[src/hta_ram.sv]
// Generic single-port-write, single-port-read RAM with registered read data.
`default_nettype none
module hta_ram #(
  parameter int WIDTH = 8,
  parameter int DEPTH = 16
) (
  input  wire logic                     clk,
  input  wire logic                     we,
  input  wire logic [$clog2(DEPTH)-1:0] waddr,
  input  wire logic [WIDTH-1:0]         wdata,
  input  wire logic [$clog2(DEPTH)-1:0] raddr,
  output logic      [WIDTH-1:0]         rdata
);

  logic [WIDTH-1:0] mem [DEPTH];

  always_ff @(posedge clk) begin
    if (we) begin
      mem[waddr] <= wdata;
    end
    rdata <= mem[raddr];
  end

endmodule
`default_nettype wire

[config.mk]
export PLATFORM = sky130hd
export DESIGN_NAME = hta_ram
export DESIGN_NICKNAME = d
export VERILOG_FILES = /design/src/hta_ram.sv
export SDC_FILE = /design/constraint.sdc
export NUM_CORES = 1
export LEC_CHECK = 0
export BUFFER_PORTS_ARGS = -buffer_cell sky130_fd_sc_hd__buf_4
export CAP_MARGIN = 15
export CORE_MARGIN = 1
export CORE_UTILIZATION = 40
export CTS_CLUSTER_SIZE = 40
export DETAILED_ROUTE_END_ITERATION = 7
export HOLD_SLACK_MARGIN = 0.15
export PLACE_DENSITY = 0.55
export SLEW_MARGIN = 20
export SYNTH_ARGS = -nofsm -noshare
export SYNTH_HDL_FRONTEND = slang
export SYNTH_SLANG_ARGS = --single-unit
[constraint.sdc]
create_clock -name clk -period 1.8 [get_ports clk]
set_clock_uncertainty 0.15 [all_clocks]
set_input_delay 0.09 -clock clk [delete_from_list [all_inputs] [get_ports clk]]
set_output_delay 0.09 -clock clk [all_outputs]
set_load 0.02 [all_outputs]
; Word-level counts from Yosys, hierarchy flattened
; Memories as Yosys holds them, arrays and structs flattened. A register that Yosys moved wholly into a read port is not among the register bits.
; Cells that the tools add are included.
[totals]
register_bits = 0
ramBits = 128
input_bits = 18
output_inout_bits = 8
word_cells = 3
memories = 1
[classes]
mux = 2
[memory_table]
columns = name, depth, width, rd, rd_clocked_by_memory_dff, write_ports, line_no
row1 = mem, 16, 8, 1, 1, 1, 15  ; logic [WIDTH-1:0] mem [DEPTH];
[op_table]
columns = op, n
row1 = 1-bit 2-to-1 mux, 2

; Longest topological paths before layout
[logic_depth]
word_depth = 2
depth_mapped = 5
depth_no_buf = 3

; Least setup slack after synthesis
; OpenSTA, ideal clock, no wires.
[synth_timing]
path_type = input -> register
startpoint = input port waddr[2]
endpoint = memory mem[0][0] (enable)
setup_ps = 383
arrival_time_ps = 1200
required_ps = 1267
path_slack_ps = 67
stages = 2
path_buffers = 0
cell_sequence = or3b_2 -> nor3_1
[synth_rtl]
columns = element, line_no
row1 = from (decl), 9  ; input wire logic [$clog2(DEPTH)-1:0] waddr,
row2 = to (decl), 15
; Straight into the memory's write port.

; Worst setup path in the final report
[layout_timing]
startpoint = input port waddr[2]
endpoint = memory mem[0][6] (enable)
; Straight into the memory's write port.

==> impl_results.html <==
<table>
<tr><th>Metric</th><th>Value</th></tr>
<tr><th colspan="2">Routing</th></tr>
<tr><td>Per-cell routed wire length</td><td>approximately 20 um</td></tr>
<tr><td>Starting DRC count in detailed routing</td><td>around 170</td></tr>
<tr><td>Detailed-route DRC error count</td><td>0</td></tr>
<tr><td>Vias after detailed routing</td><td>approximately 2500</td></tr>
<tr><td>Routed via count divided by cell count</td><td>~5</td></tr>
<tr><td>Number of search-and-repair iterations in the first detailed-routing pass</td><td>4</td></tr>
<tr><td>Count of nets left with antenna violations after detail routing</td><td>0</td></tr>
<tr><td>Final routed wirelength across all metal layers</td><td>~10 mm</td></tr>
<tr><th colspan="2">Worst hold path</th></tr>
<tr><td>Min-Delay Path Class</td><td>input port to flip-flop</td></tr>
<tr><td>Worst hold path depth</td><td>5</td></tr>
<tr><th colspan="2">Job</th></tr>
<tr><td>Max-capacitance violation count</td><td>0</td></tr>
<tr><th colspan="2">CTS</th></tr>
<tr><td>Number of H-tree levels</td><td>4</td></tr>
<tr><td>Number of CTS-inserted buffers</td><td>17</td></tr>
<tr><td>Clock network latency to the later pin of the worst-skew pair</td><td>0.42 ns</td></tr>
<tr><td>Clock tree from TritonCTS</td><td>yes</td></tr>
<tr><td>Clock transition at the register clock pins on the worst setup and hold paths after CTS</td><td>about 0.05 ns</td></tr>
<tr><td>Count of cells resized by post-cts repair</td><td>0</td></tr>
<tr><td>Root buffer cell</td><td>clkbuf_16</td></tr>
<tr><td>Setup bufs post-CTS</td><td>0</td></tr>
<tr><td>TritonCTS sink count</td><td>around 140</td></tr>
<tr><td>Maximum count of clock buffers along a single path</td><td>2</td></tr>
<tr><th colspan="2">Timing</th></tr>
<tr><td>Minimum period implied by the final worst setup slack</td><td>approximately 1.8 ns</td></tr>
<tr><td>Unrepaired setup endpoints after global routing</td><td>no</td></tr>
<tr><td>Fmax</td><td>around 0.57 GHz</td></tr>
<tr><td>Total of endpoints with negative setup slack in the final report</td><td>0</td></tr>
<tr><td>Worst rel slew slack</td><td>between 50% and 60%</td></tr>
<tr><td>Final worst-path cycle share</td><td>between 90% and 100%</td></tr>
<tr><td>Setup TNS Final</td><td>0 ns</td></tr>
<tr><td>Worst Hold Slack</td><td>approximately 0.21 ns</td></tr>
<tr><td>Transition time of the tightest slew-check pin</td><td>approximately 0.7 ns</td></tr>
<tr><td>Final-report max-slew violation count</td><td>0</td></tr>
<tr><td>Crit path setup slack, layout</td><td>roughly 0.050 ns</td></tr>
<tr><td>Final Hold Fails</td><td>0</td></tr>
<tr><th colspan="2">Die</th></tr>
<tr><td>Floorplan Core Area</td><td>about 0.013 mm2</td></tr>
<tr><td>Std cell rows</td><td>approximately 40</td></tr>
<tr><td>Starting utilization of the core area</td><td>41.0%</td></tr>
<tr><td>Die Area</td><td>0.0133 mm2</td></tr>
<tr><td># IOs</td><td>26</td></tr>
<tr><td>Height of the die</td><td>approximately 120 um</td></tr>
<tr><td>DIE WIDTH</td><td>about 120 um</td></tr>
<tr><th colspan="2">Synthesis</th></tr>
<tr><td>Mean post-synth cell area</td><td>about 22 um2</td></tr>
<tr><td>Yosys top cell area share</td><td>74.7%</td></tr>
<tr><td>Synth async-reset ratio</td><td>0%</td></tr>
<tr><td>Number of different library cells in the post-synthesis netlist</td><td>19</td></tr>
<tr><td>Most area-consuming cells after synthesis</td><td>edfxtp_1 (75%), mux4_2 (7.9%), mux4_1 (7.1%), dfxtp_1 (3.1%), a22oi_1 (2.3%)</td></tr>
<tr><td>Fraction of the yosys area taken by sequential cells</td><td>~80%</td></tr>
<tr><td>Ys Warns</td><td>0</td></tr>
<tr><td>Number of flops mapped to enable cells by yosys</td><td>128</td></tr>
<tr><td>FF+latch count, synth</td><td>roughly 140</td></tr>
<tr><td>Commonest register cell after synthesis</td><td>edfxtp_1</td></tr>
<tr><td>Most instantiated library cell after synthesis</td><td>edfxtp_1</td></tr>
<tr><td>Post-synthesis cell count</td><td>roughly 230</td></tr>
<tr><td>Netlist area before placement</td><td>0.00515 mm2</td></tr>
<tr><td>Library cell with the largest summed area after synthesis</td><td>edfxtp_1</td></tr>
<tr><td>Commonest cells in the netlist</td><td>edfxtp_1 (128), mux4_2 (18), a22oi_1 (16)</td></tr>
<tr><td>Number of nets in the synthesized netlist</td><td>around 250</td></tr>
<tr><th colspan="2">Critical path</th></tr>
<tr><td>Crit Path Max Fanout</td><td>4</td></tr>
<tr><td>Startpoint class of the critical path</td><td>input port</td></tr>
<tr><td>Crit path required time</td><td>1.78 ns</td></tr>
<tr><td>Endpoint kind of the worst setup timing path</td><td>flip-flop</td></tr>
<tr><td>Length in cells of the worst reg-to-reg path</td><td>3</td></tr>
<tr><td>CP arrival</td><td>roughly 1.7 ns</td></tr>
<tr><td>Classification of the worst setup path</td><td>input port to flip-flop</td></tr>
<tr><th colspan="2">Power</th></tr>
<tr><td>Pwr dens</td><td>approximately 1100 mW/mm2</td></tr>
<tr><td>Static leakage power</td><td>2.24 nW</td></tr>
<tr><td>Peak VDD IR</td><td>0.626 mV</td></tr>
<tr><th colspan="2">Layout</th></tr>
<tr><td>Filler Cell Count</td><td>around 1000</td></tr>
<tr><td>Final nets</td><td>331</td></tr>
<tr><td>Count of inserted antenna diode cells</td><td>0</td></tr>
<tr><td>Share of layout cells above drive strength 1</td><td>31.0%</td></tr>
<tr><td>Area growth from synthesis to final layout</td><td>25.7%</td></tr>
<tr><th colspan="2">Place</th></tr>
<tr><td>Post-placement worst setup slack</td><td>about 0.18 ns</td></tr>
<tr><td>HPWL after detailed placement</td><td>6.70 mm</td></tr>
<tr><td>Count of buffers from port buffering</td><td>25</td></tr>
<tr><td>Routability-driven placement congestion ratio</td><td>between 0.6 and 0.7</td></tr>
<tr><th colspan="2">Global routing</th></tr>
<tr><td>First-pass GRT wire length</td><td>15.4 mm</td></tr>
<tr><td>Combined global-route utilization of all metal layers</td><td>17.1%</td></tr>
<tr><td>Via count of the first global-routing pass</td><td>~2600</td></tr>
<tr><td>Congestion Overflow GR</td><td>0</td></tr>
<tr><td>Number of antenna violations at the first check in global routing</td><td>0</td></tr>
<tr><td>Maximum number of pins on one net before global-route repair</td><td>17</td></tr>
<tr><th colspan="2">Status</th></tr>
<tr><td>Result of the run</td><td>completed</td></tr>
</table>
report_power, final:
group          internal [W]  switching (W)  total (W)
sequential          0.00354      0.0000228    0.00357
combinational      0.000199       0.000216   0.000415
clock               0.00204        0.00118    0.00323
total               0.00579        0.00142    0.00721
metal layers:
layer  wire, um  track usage, %
met2       5020            26.7
met3        471            4.45
met1       4540            22.7
met5          0               0
met4        158            8.14
per-stage QoR:
stage / total power (W) / utilization, % / std cells / cell area (um2)
after global routing: 0.00742 / 51.5 / 498 / 6470
after detailed placement: 0.00402 / 45.5 / 446 / 5710
after CTS: 0.00728 / 51.5 / 498 / 6470
final: 0.00721 / 51.5 / 498 / 6470
after floorplan: 0.00383 / - / 229 / 5150
after global placement: 0.00401 / 45.5 / 446 / 5710
worst paths after layout:
check	slack, ns	startpoint	endpoint
worst max register to register	0.27	mem[1][3]	rdata[3]
worst min-delay path	0.21	raddr[0]	rdata[2]
worst min register to register	0.52	mem[15][2]	rdata[2]
worst max-delay path	0.05	waddr[2]	mem[0][6]
logic make-up (layout without fill, tap and decap cells):
| kind of cell | after synthesis | after routing | synth area share, % |
|---|---|---|---|
| mux | 32 | 32 | 15.0 |
| flops | 136 | 136 | 77.8 |
| simple gates | 35 | 35 | 3.18 |
| buf+inv | 10 | 107 | 1.68 |
| compound gates | 16 | 16 | 2.33 |
cell usage in the layout, fill, tap and decap left out, types with 3 or more instances in the layout:
cell           Yosys  layout
a22oi_1           16      16
buf_4              1      53
clkbuf_1           0       3
clkbuf_16          0      17
clkinv_2           0       6
dfxtp_1            8       8
dlygate4sd3_1      0      20
edfxtp_1         128     128
mux4_1            14      14
mux4_2            18      18
nand2_1            9       9
nor2_1            13      13
nor3_1             4       4
worst max-delay path, stage by stage:
cell and delay, ns:
buf_4 0.12, dlygate4sd3_1 0.55, or3b_2 0.52, nor3_1 0.24
buf_4 0.20
registers in the layout, indices dropped and copies added, names as in the netlist:
register / cells
rdata: 8
mem: 128
layout make-up:
| class | instances | area [um2] | area share (%) |
|---|---|---|---|
| multi-input cells | 83 | 1060 | 16.3 |
| clock buffers | 21 | 450 | 6.96 |
| clock inverters | 11 | 105 | 1.62 |
| repair buffers | 75 | 638 | 9.86 |
| flip-flops and latches | 136 | 4000 | 61.9 |
| well taps | 172 | 215 | 3.33 |
repair_timing:
action / in CTS / in global routing
endpoints found under the hold margin: 194 / 0
hold buffers: 20 / 0
setup endpoints to repair: 0 / 0
Note: power is estimated with default switching activity, not from simulation.
