### src/hta_pkg.sv
// Shared types and constants for the handle table allocator.
`default_nettype none
package hta_pkg;

  localparam int MAX_HANDLES      = 1024;
  localparam int INITIAL_CAPACITY = 2;
  localparam int HANDLE_W         = $clog2(MAX_HANDLES);
  localparam int LINK_W           = HANDLE_W + 1;
  localparam int KIND_W           = 3;

  localparam logic [LINK_W-1:0] LIST_END = LINK_W'(MAX_HANDLES);
  localparam logic [LINK_W-1:0] HALF_MAX = LINK_W'(MAX_HANDLES / 2);
  localparam logic [LINK_W-1:0] INIT_CAP = LINK_W'(INITIAL_CAPACITY);

  localparam logic [KIND_W-1:0] KIND_FREE = 3'd0;
  localparam logic [KIND_W-1:0] KIND_MIN  = 3'd1;
  localparam logic [KIND_W-1:0] KIND_MAX  = 3'd5;

  typedef enum logic [1:0] {
    OP_ALLOC  = 2'd0,
    OP_REMOVE = 2'd1,
    OP_CHECK  = 2'd2,
    OP_UNUSED = 2'd3
  } op_e;

  typedef enum logic [1:0] {
    ST_OK         = 2'd0,
    ST_NOT_IN_USE = 2'd1,
    ST_FULL       = 2'd2
  } status_e;

  typedef enum logic [1:0] {
    S_WALK,
    S_IDLE,
    S_LOOKUP
  } state_e;

  typedef struct packed {
    logic [1:0]          op;
    logic [HANDLE_W-1:0] handle_in;
    logic [KIND_W-1:0]   entry_kind;
  } req_t;

  typedef struct packed {
    logic [HANDLE_W-1:0] handle_out;
    logic [1:0]          status;
    logic                in_use;
    logic [KIND_W-1:0]   removed_kind;
  } rsp_t;

  // Command to the table walker
  typedef struct packed {
    logic                start;
    logic [HANDLE_W-1:0] base;
    logic [HANDLE_W-1:0] last;
    logic                top;
    logic [KIND_W-1:0]   kind;
  } walk_cmd_t;

  // One write into the link and tag memories
  typedef struct packed {
    logic                en_link;
    logic                en_tag;
    logic [HANDLE_W-1:0] addr;
    logic [LINK_W-1:0]   link;
    logic [KIND_W-1:0]   tag;
  } mem_wr_t;

endpackage
`default_nettype wire

### src/hta_walk.sv
// Table walker: writes a run of fresh entries, one per cycle, linked downward.
`default_nettype none
module hta_walk (
  input  wire logic              clk,
  input  wire logic              rst,
  input  wire hta_pkg::walk_cmd_t cmd,
  output logic                   busy,
  output hta_pkg::mem_wr_t       wr
);

  logic                         active;
  logic [hta_pkg::HANDLE_W-1:0] addr;
  logic [hta_pkg::HANDLE_W-1:0] base;
  logic [hta_pkg::HANDLE_W-1:0] last;
  logic                         top;
  logic [hta_pkg::KIND_W-1:0]   kind;

  // Walk control; after reset it lays out the initial entries
  always_ff @(posedge clk) begin
    if (rst) begin
      active <= 1'b1;
      addr   <= '0;
      base   <= '0;
      last   <= hta_pkg::HANDLE_W'(hta_pkg::INITIAL_CAPACITY - 1);
      top    <= 1'b0;
      kind   <= hta_pkg::KIND_FREE;
    end else if (cmd.start) begin
      active <= 1'b1;
      addr   <= cmd.base;
      base   <= cmd.base;
      last   <= cmd.last;
      top    <= cmd.top;
      kind   <= cmd.kind;
    end else if (active) begin
      addr <= addr + 1'b1;
      if (addr == last) begin
        active <= 1'b0;
      end
    end
  end

  // First entry ends the list, each later one links to its predecessor;
  // the top entry optionally goes straight into use
  always_comb begin
    busy       = active;
    wr.en_link = active;
    wr.en_tag  = active;
    wr.addr    = addr;
    wr.link    = (addr == base) ? hta_pkg::LIST_END
                                : {1'b0, addr - 1'b1};
    wr.tag     = (top && addr == last) ? kind : hta_pkg::KIND_FREE;
  end

endmodule
`default_nettype wire

### config.mk
export PLATFORM = sky130hd
export DESIGN_NAME = hta_walk
export DESIGN_NICKNAME = d
export VERILOG_FILES = /design/src/hta_pkg.sv /design/src/hta_walk.sv
export SDC_FILE = /design/constraint.sdc
export NUM_CORES = 1
export LEC_CHECK = 0
export ABC_AREA = 1
export CORE_ASPECT_RATIO = 0.9
export CORE_UTILIZATION = 65
export CTS_BUF_LIST = sky130_fd_sc_hd__clkbuf_8
export CTS_CLUSTER_DIAMETER = 60
export CTS_CLUSTER_SIZE = 10
export DETAILED_ROUTE_END_ITERATION = 10
export DONT_BUFFER_PORTS = 1
export GPL_ROUTABILITY_DRIVEN = 0
export PLACE_DENSITY = 0.92
export SYNTH_ARGS = -nofsm -noshare
export SYNTH_HDL_FRONTEND = slang
export SYNTH_SLANG_ARGS = --single-unit
### constraint.sdc
create_clock -name clk -period 2.04 [get_ports clk]
set_clock_uncertainty 0.05 [all_clocks]
set_input_delay 0.204 -clock clk [delete_from_list [all_inputs] [get_ports clk]]
set_output_delay 0.204 -clock clk [all_outputs]
set_load 0.02 [all_outputs]
# After elaboration in Yosys (flattened, before gate mapping)
# Index checks and enable logic that the tools add are counted.
[op_classes]
add_sub_neg = 2
eq_ne = 2
muxes = 6
n_reduce_logical = 3
[ops]
columns = ["op", "count"]
rows = [
  ["equality test 10 bit", 2],
  ["2-to-1 mux 10 bit", 2],
  ["2-to-1 mux 11 bit", 1],
  ["adder 10 x 1 -> 10 bit, second input constant", 1],
  ["subtractor 10 x 1 -> 10 bit, second input constant", 1],
  ["2-to-1 mux 3 bit", 1],
  ["2-to-1 mux 1 bit", 2],
  ["nonzero test 2 bit", 1],
  ["OR reduction 2 bit", 1],
  ["logical AND 1 bit", 1],
]
[word_totals]
ff_bits = 35
out_inout_bits = 27
wordCells = 19

# Depth between registers and ports, before layout
# Gate-level depths: netlist of run 1.
[depth]
word_depth = 3
depth_mapped = 9

# Worst setup path after synthesis of run 1
# No wires, ideal clock.
[synth_path]
path_kind = "reg2out"
from = "register addr[0] (netlist name)"
to = "output port wr[11] (netlist name)"
arrival_time_ps = 1541
setup_slack_ps = 245
path_stages_with_launch = 7
n_path_buf = 0
path_cell_list = "dfxtp_1 inv_2 ha_1 nand3_1 nor2_1 xor2_1 nor2_1"
[synth_lines]
columns = ["element", "line_no", "source"]
rows = [
  ["start, declared", "hta_walk.sv:12", "logic [hta_pkg::HANDLE_W-1:0] addr;"],
  ["start signal, assigned", "hta_walk.sv:29", "addr <= cmd.base;"],
  ["start signal, assigned", "hta_walk.sv:35", "addr <= addr + 1'b1;"],
  ["end, declared", "hta_walk.sv:8", "output hta_pkg::mem_wr_t wr"],
]

==> impl_metrics.ini, run 1 <==
[global_routing]
grt_pass1_wl_um = 9660
grt_pass1_vias = 2232
grt-ovfl-total = 0
grt_use_total_pct = 41.32
grt_max_degree = 18
antenna_found_initial = 0

[synth]
synth_compound_area_share_pct = 14.85
yosys.area_share.adder_pct = 1.263
synth-simple-area-share_pct = 30.39
synth_top_family_by_area = simple AND/OR/NAND/NOR gates
synth-xor-area-share_pct = 6.191
yosysSeqAreaShare_pct = 35.38
syn_area_um2 = 1981
synthMuxAreaShare_pct = 0
ys_types = 24
synth-warning-count = 0
ys_seq_elements = 35
syn-instance-count = 311
synth_nets = 340
syn_area_per_cell_um2 = 6.369

[pwr]
ir_drop_v = 0.0008022
comb_power_share_pct = 28.1
power.internal_mw = 1.222
swShare_pct = 33.85
powerDensity_nw_per_um2 = 736.3
p_seq_share_pct = 41.3
clkPwrFrac_pct = 30.6
p_leak_nw = 1.197
power.total_mw = 1.848
netSwitchingPower_mw = 0.6256

[placement]
placed_area_um2 = 2188
dp_cells = 369
portBuffers = 0
hpwl_um = 3911

[sta]
finalWorstSetupSlack_ns = -0.002742
relSlewSlack_pct = 55.29
setup_viol = 1
fin_setup_tns_ns = -0.002742
hold_viol = 0
maxSlewViolCount = 0
min_period_ns = 2.043
fmax_ghz = 0.4895
post-route-period-util_pct = 100.1
worst_pin_slew_ns = 0.6684

[layout]
drive_above_1_share_pct = 16.62
syn2layout_area_growth_pct = 26.72
fin_nets = 383
seq_area_um2 = 715.7
instances_no_fill = 395
multi_input_area_um2 = 1085
fillers = 129
n_antenna_cell = 0
fin_util_pct = 89.16
finalInstanceArea_um2 = 2510

[die]
die_y_um = 54.37
start_util_pct = 70.36
die_area_um2 = 3272
die_w_um = 60.19
core_area_um2 = 2815
rows = 18
ios = 54

[run]
drv_cap = 0

[clock_network]
cts-root-buf = clkbuf_8
clk_path_buf_depth = 2
cts_made_buffers = 5
clkTransAtPathRegs_ns = 0.07
clock-sinks = 35
cts_tree = yes
htreeDepth = 2
clock_latency_ns = 0.30

[worst_setup_path]
arrival_ns = 1.79
critPathLaunchType = register
crit_path_end_kind = output port
critical_path.max_fanout = 7
path_class = register to output port
cp.required_ns = 1.79

[drt]
vias = 2492
vias_per_cell = 6.309
drt_wl_total_um = 7224
drcViolationCount = 0
ant_nets = 0
routedWlPerCell_um = 18.29
drtIter0Drc = 313
firstDrtPassIters = 5

[status]
violations = setup timing
outcome = finished with violations

[hold_path]
min_path_type = input port to register
[through the flow]
| step | setup slack (ns) | hold WS, ns |
|---|---|---|
| 6_report | -0.002742 | 0.01401 |
| 5_1_grt | -0.1053 | 0.01955 |
| 4_1_cts | 0.01921 | 0.001784 |
| 3_5_place_dp | 0.2461 | 0.2282 |
| 3_3_place_gp | 0.2688 | 0.2260 |
| 2_1_floorplan | 0.2453 | 0.2667 |
[worst max-delay path, cell delays in order (launching register included)]
cell and delay (ns):
dfxtp_2 0.43, inv_1 0.15, nand2_1 0.10, nand2_1 0.06, nor2_1 0.09, nand2_1 0.11, inv_1 0.08, nand3_1 0.14
nor2_1 0.16, buf_4 0.16
[layout make-up]
cell class,instances,share of cell area [%]
multi-input combinational,221,43.22
sequential,35,28.51
timing repair buffer,48,15.75
inverter,43,6.530
clock buffer,7,3.838
tap,40,1.994
clock inverter,1,0.1496
[cells in the final DEF (no fill, tap or decap), types with 2 or more instances in the layout]
cell type and count:
a21oi_1 20, buf_4 34, inv_2 2, dfxtp_4 3
nand3_2 2, inv_1 41, nand3_1 15, o21a_1 7
nor2_2 2, o22ai_1 5, dfxtp_1 29, clkbuf_8 7
nor2_4 3, xor2_1 13, nor2_1 33, nand2_1 95
o21ai_0 17, dfxtp_2 3, nand4_1 3, dlygate4sd3_1 14
[power groups by stage]
| stage | clock network [mW] | logic (mW) | registers, mW |
|---|---|---|---|
| after floorplan | 0 | 0.284 | 0.779 |
| after global placement | 0 | 0.412 | 0.771 |
| after detailed placement | 0 | 0.424 | 0.773 |
| after CTS | 0.557 | 0.456 | 0.758 |
| after global routing | 0.583 | 0.550 | 0.767 |
| final | 0.565 | 0.519 | 0.764 |
[registers in the layout, summed over array words and instances (netlist names)]
name	count
top	1
kind	3
busy	1
base	10
last	10
addr	10
[kinds of logic (layout without fill, tap and decap cells)]
family | count (synthesis) | count (layout)
compound gates | 52 | 52
flops | 35 | 35
buf+inv | 56 | 99
simple gates | 152 | 153
xor+xnor | 14 | 14
fa+ha+maj | 2 | 2
[metal layers]
layer	GRT usage, %	vias up	share of wire, %
met5	0	-	0
met4	26.36	0	8.6
li1	-	1059	-
met3	14.89	93	13
met1	43.50	1097	33
met2	70.33	243	45
[path summary, 6_finish.rpt]
| check | from | end | slack [ns] | depth (start not counted) |
|---|---|---|---|---|
| setup / recovery | addr[6]$_SDFFE_PP0P_ | wr[0] | -0.003 | 9 |
| hold / removal | cmd[4] | last[0]$_SDFFE_PP1P_ | 0.01 | 2 |
| setup reg to reg | addr[1]$_SDFFE_PP0P_ | addr[8]$_SDFFE_PP0P_ | 0.31 | 8 |
| hold reg to reg | last[0]$_SDFFE_PP1P_ | last[0]$_SDFFE_PP1P_ | 0.43 | 2 |
[cells in the mapped netlist (all sizes together)]
master / n / area share (%)
o22ai: 5 / 1.6
nand2: 95 / 18
a31o: 1 / 0.44
o21a: 7 / 2.7
a22o: 1 / 0.44
buf: 10 / 3.1
o21ai: 17 / 4.3
dfxtp: 35 / 35
ha: 2 / 1.3
nand4: 3 / 0.95
nor2: 37 / 7.1
xnor2: 1 / 0.44
inv: 43 / 8.1
clkbuf: 3 / 0.69
nand3: 17 / 4.3
o21bai: 1 / 0.38
a21oi: 20 / 5.1
xor2: 13 / 5.7
[what timing repair did]
action | in CTS | in global routing
pin swaps | 0 | 4
endpoints found under the setup margin | 14 | 8
endpoints found under the hold margin | 29 | 1
gates cloned | 0 | 1
resized for setup | 2 | 17
setup buffers | 0 | 3
hold buffers | 13 | 1
No activity file was read; power rests on OpenSTA's default activity.
==> inputs of run 2 (changes only) <==
- CORE_UTILIZATION: 65 -> 60
- PLACE_DENSITY: 0.92 -> 0.87
==> run 2 against run 1 <==
Effect of this change:
- the run now ends clean
- register-to-register slack better by 0.07 ns
- fmax is 4.2% higher
- utilization is 9.4 points lower
- cell count is 1.5% lower
- routed wire length is 20% lower
- via count is 12% lower
- die area is 8.0% higher
- clock-buffer cell count stayed put
- largest cell class unchanged
- flip-flop and latch count stayed put
- setup slack better by 0.081 ns
- power is 3.4% lower
==> impl_metrics.ini, run 2 (synthesized netlist as in run 1, its figures left out) <==
[pwr]
ir_drop_v = 0.0005395
power.total_mw = 1.786
p_leak_nw = 1.163
powerDensity_nw_per_um2 = 725.0

[worst_setup_path]
critPathLaunchType = register
crit_path_end_kind = output port
rr_startpoint = addr[1]$_SDFFE_PP0P_
critPathLaunch = addr[0]$_SDFFE_PP0P_
critical_path.max_fanout = 9
path_class = register to output port
cp.required_ns = 1.79
arrival_ns = 1.71

[global_routing]
met3_usage_pct = 7.927
grt_pass1_vias = 2040
grt-ovfl-total = 0
grtUsageMet1_pct = 41.01
grt_use_total_pct = 33.39
grt_pass1_wl_um = 9163
antenna_found_initial = 0
grt_max_degree = 18
grt_busiest_layer = met2
grtUsageMet2_pct = 56.68

[clock_network]
cts_tree = yes
clkTransAtPathRegs_ns = 0.07
cts_made_buffers = 5
clk_path_buf_depth = 2
clock-sinks = 35
cts-root-buf = clkbuf_8
htreeDepth = 2
clock_latency_ns = 0.29

[hold_path]
min_path_type = input port to register
hold_start = rst

[sta]
worst_pin_slew_ns = 0.7367
post-route-period-util_pct = 96.14
setup_viol = 0
fmax_ghz = 0.5099
relSlewSlack_pct = 50.72
finalWorstSetupSlack_ns = 0.07870
hold-worst-slack_ns = 0.004018
min_period_ns = 1.961
hold_viol = 0
maxSlewViolCount = 0

[drt]
ant_nets = 0
vias = 2187
vias_per_cell = 5.622
firstDrtPassIters = 6
drtIter0Drc = 234
drt_wl_total_um = 5744
drcViolationCount = 0
routedWlPerCell_um = 14.77

[run]
drv_cap = 0

[die]
die_y_um = 56.51
rows = 19
start_util_pct = 64.09
die_area_um2 = 3535
ios = 54
core_area_um2 = 3090
die_w_um = 62.56

[status]
outcome = finished, final reports clean

[layout]
fin_nets = 375
largest_registers = addr (10), base (10), last (10)
final_cell_mix = 95 x nand2_1, 41 x inv_1, 33 x nor2_1
syn2layout_area_growth_pct = 24.38
fin_util_pct = 79.72
drive_above_1_share_pct = 14.12
final_common_cell = nand2_1
fillers = 230
n_antenna_cell = 0
instances_no_fill = 389

[placement]
dp_cells = 364
hpwl_um = 3673
dp_slack_ns = 0.1550
portBuffers = 0
==> run 2: changes by cell type in the layout (fill, tap and decap cells not counted) <==
cell	previous run	this run
buf_4	34	25
buf_12	0	2
nand3_1	15	17
nand3_2	2	0
dfxtp_2	3	2
dfxtp_4	3	4
inv_2	2	3
inv_4	1	0
nor2_4	3	2
==> run 2: area by class of cell <==
type                       count  area (um^2)  share of cell area, %
multi-input combinational    220         1064                  43.17
sequential                    35        718.2                  29.15
timing repair buffer          41        367.9                  14.93
inverter                      43        161.4                  6.552
clock buffer                   7        96.34                  3.911
tap                           42        52.55                  2.133
clock inverter                 1        3.754                 0.1524
==> run 2: timing repair <==
| action | in CTS | in global routing |
|---|---|---|
| setup endpoints to repair | 14 | 14 |
| setup buffers | 0 | 3 |
| pin swaps | 0 | 1 |
| hold buffers | 14 | 0 |
| hold endpoints to repair | 30 | 0 |
| gates resized for setup | 3 | 13 |
==> run 2: path summary, 6_finish.rpt <==
kind,cells past startpoint,slack [ns],endpoint
min,2,0.004,addr[1]$_SDFFE_PP0P_
min reg2reg,2,0.43,base[2]$_SDFFE_PP0P_
max,7,0.08,wr[7]
max reg2reg,8,0.38,addr[8]$_SDFFE_PP0P_
==> run 2: through the flow <==
step / cell area [um^2] / setup TNS [ns]
finish: 2464 / 0
floorplan: 1981 / 0
CTS: 2386 / 0
global placement: 2138 / 0
global route: 2464 / -0.01085
detailed placement: 2138 / 0
==> run 2: power breakdown <==
part | total (mW) | switching [mW] | internal [mW] | leakage, nW
logic | 0.473 | 0.287 | 0.186 | 0.815
clock network | 0.555 | 0.252 | 0.303 | 0.0557
registers | 0.758 | 0.0354 | 0.723 | 0.292
total | 1.79 | 0.574 | 1.21 | 1.16
==> run 2: worst max-delay path, stage by stage (launching register included) <==
cell     delay, ns
dfxtp_1       0.32
inv_2         0.15
ha_2          0.25
nand3_1       0.14
xor2_1        0.20
inv_1         0.06
nor2_1        0.13
buf_4         0.16
==> run 2: layer usage <==
| metal | vias to the layer above | routed length (um) |
|---|---|---|
| met1 | 993 | 2257 |
| met5 | - | 0 |
| met2 | 127 | 2782 |
| met3 | 28 | 494 |
| li1 | 1039 | - |
| met4 | 0 | 210 |
==> inputs of run 3 (changes only) <==
- ABC_AREA: 1 -> not set
==> run 3 against run 2 <==
Effect of this change:
- clock power is 2% lower
- largest cell class unchanged
- register-to-register slack worse by 0.05 ns
- sequential power is 2% higher
- utilization is 3.8 points lower
- non-clock buffer count is 12 lower
- combinational power is 7.2% lower
- first-iteration DRC count is 68% lower
- fmax is 3.6% lower
- cell count is 28% lower
- critical path depth is 3 lower
- synthesized cell count is 29% lower
- clock-buffer cell count stayed put
==> impl_metrics.ini, run 3 <==
[sta]
worst_pin_slew_ns = 1.101
hold-worst-slack_ns = 0.01145
maxSlewViolCount = 0
post-route-period-util_pct = 99.73
setup_viol = 0
relSlewSlack_pct = 26.34
fin_setup_tns_ns = 0
min_period_ns = 2.035
fmax_ghz = 0.4915
hold_viol = 0
rsz0062_at_grt = yes

[synth]
synth_flop_cell = dfxtp_1
ys_seq_elements = 35
synth-warning-count = 0
yosys-top-cells-count = 43 x nor2_1, 35 x dfxtp_1, 25 x mux2i_1
yosysSeqAreaShare_pct = 36.22
synth_nets = 251
synth_area_leaders = dfxtp_1 36%, mux2i_1 13%, nor2_1 8.3%
syn_area_um2 = 1934
yosys.area.top_type_share_pct = 36.22
synth-edff-count = 0
synth.most_common_cell = nor2_1
syn-instance-count = 222
async_flop_share_pct = 0
syn_area_per_cell_um2 = 8.713
ys_types = 31
synth_area_leader_cell = dfxtp_1

[drt]
drtIter0Drc = 74
vias = 1548
routedWlPerCell_um = 16.47
vias_per_cell = 5.548
ant_nets = 0
firstDrtPassIters = 4
drcViolationCount = 0
drt_wl_total_um = 4594

[layout]
instances_no_fill = 279
fin_util_pct = 75.89
fillers = 200
drive_above_1_share_pct = 24.47
seq_area_um2 = 718.2
n_antenna_cell = 0
final_common_cell = nor2_1
fin_nets = 265
largest_registers = addr (10), base (10), last (10)
final_cell_mix = 39 x nor2_1, 27 x dfxtp_1, 25 x mux2i_1
syn2layout_area_growth_pct = 20.31
multi_input_area_um2 = 1171

[clock_network]
clk_path_buf_depth = 2
htreeDepth = 2
cts-root-buf = clkbuf_8
cts_made_buffers = 5
cts_tree = yes
clock-sinks = 35
clock_latency_ns = 0.29
clkTransAtPathRegs_ns = 0.07

[worst_setup_path]
arrival_ns = 1.78
cp.required_ns = 1.79
rrSetupSlack_ns = 0.33
critical_path.max_fanout = 6
crit_path_end_kind = output port
path_class = register to output port
critPathLaunchType = register

[status]
outcome = finished, final reports clean

[die]
core_area_um2 = 3067
die_area_um2 = 3455
ios = 54
die_y_um = 55.87
rows = 19
start_util_pct = 63.08
die_w_um = 61.85

[pwr]
swShare_pct = 30.37
ir_drop_v = 0.0005207
comb_power_share_pct = 24.9
netSwitchingPower_mw = 0.5347
clkPwrFrac_pct = 31.0
p_leak_nw = 1.029
powerDensity_nw_per_um2 = 756.7
power.internal_mw = 1.226
p_seq_share_pct = 44.1

[placement]
hpwl_um = 2952
portBuffers = 0
dp_cells = 263

[global_routing]
grt-ovfl-total = 0
grt_max_degree = 41
grt_pass1_wl_um = 6934
antenna_found_initial = 0
grt_use_total_pct = 28.54
grt_pass1_vias = 1446

[run]
drv_cap = 0

[hold_path]
min_path_type = input port to register
run 3: layout make-up:
cell class	instances	share of cell area, %
clock buffers	7	4.140
multi-input cells	156	50.32
repair buffers	29	10.81
flip-flops and latches	35	30.86
clock inverters	1	0.1613
well taps	42	2.258
inverters	9	1.452
run 3: metrics by stage:
stage	worst slack, ns	instance area (um^2)	power [mW]
2_1_floorplan	0.08422	1934	1.090
3_3_place_gp	0.2149	2033	1.130
3_5_place_dp	0.1293	2033	1.142
4_1_cts	0.004171	2235	1.716
5_1_grt	-0.09770	2327	1.846
6_report	0.005485	2327	1.761
run 3: cells by family after synthesis:
logic type | Yosys count | share of synthesized area (%)
buffers and inverters | 31 | 7.827
multiplexers | 25 | 12.94
XOR/XNOR | 35 | 15.85
adder cells (fa/ha/maj) | 2 | 1.293
AND/OR/NAND/NOR | 75 | 19.66
flip-flops | 35 | 36.22
AO/OA/AOI/OAI | 19 | 6.210
run 3: what timing repair did:
item / CTS / global route
setup endpoints to repair: 13 / 13
cloned: 1 / 0
pin swaps: 3 / 8
gates resized for setup: 13 / 22
hold buffers: 3 / 0
setup buffers: 3 / 1
endpoints found under the hold margin: 34 / 0
run 3: power by group through the flow:
| stage | clock [mW] | sequential (mW) | combinational, mW |
|---|---|---|---|
| 3_5_place_dp | 0 | 0.788 | 0.354 |
| 6_report | 0.546 | 0.776 | 0.439 |
| 2_1_floorplan | 0 | 0.781 | 0.309 |
| 3_3_place_gp | 0 | 0.786 | 0.343 |
| 5_1_grt | 0.588 | 0.781 | 0.477 |
| 4_1_cts | 0.549 | 0.774 | 0.393 |
run 3: path summary, 6_finish.rpt:
kind	startpoint	to	depth (start not counted)
setup / recovery	addr[4]$_SDFFE_PP0P_	wr[11]	4
hold reg to reg	kind[0]$_SDFFE_PP0P_	kind[0]$_SDFFE_PP0P_	2
setup reg to reg	addr[1]$_SDFFE_PP0P_	addr[6]$_SDFFE_PP0P_	7
hold / removal	cmd[13]	last[9]$_SDFFE_PP0P_	2
run 3: critical path, cell delays in order, from the launching register on:
cell	delay (ns)
dfxtp_2	0.36
or4_4	0.56
nand2b_1	0.18
xor2_1	0.16
nor2_2	0.23
run 3: routing by layer:
metal | GRT usage, % | vias to the layer above | share of wire (%)
met4 | 14.29 | 0 | 3.0
li1 | - | 757 | -
met1 | 35.93 | 723 | 41
met3 | 10.70 | 14 | 7.1
met5 | 0 | - | 0
met2 | 42.09 | 54 | 48
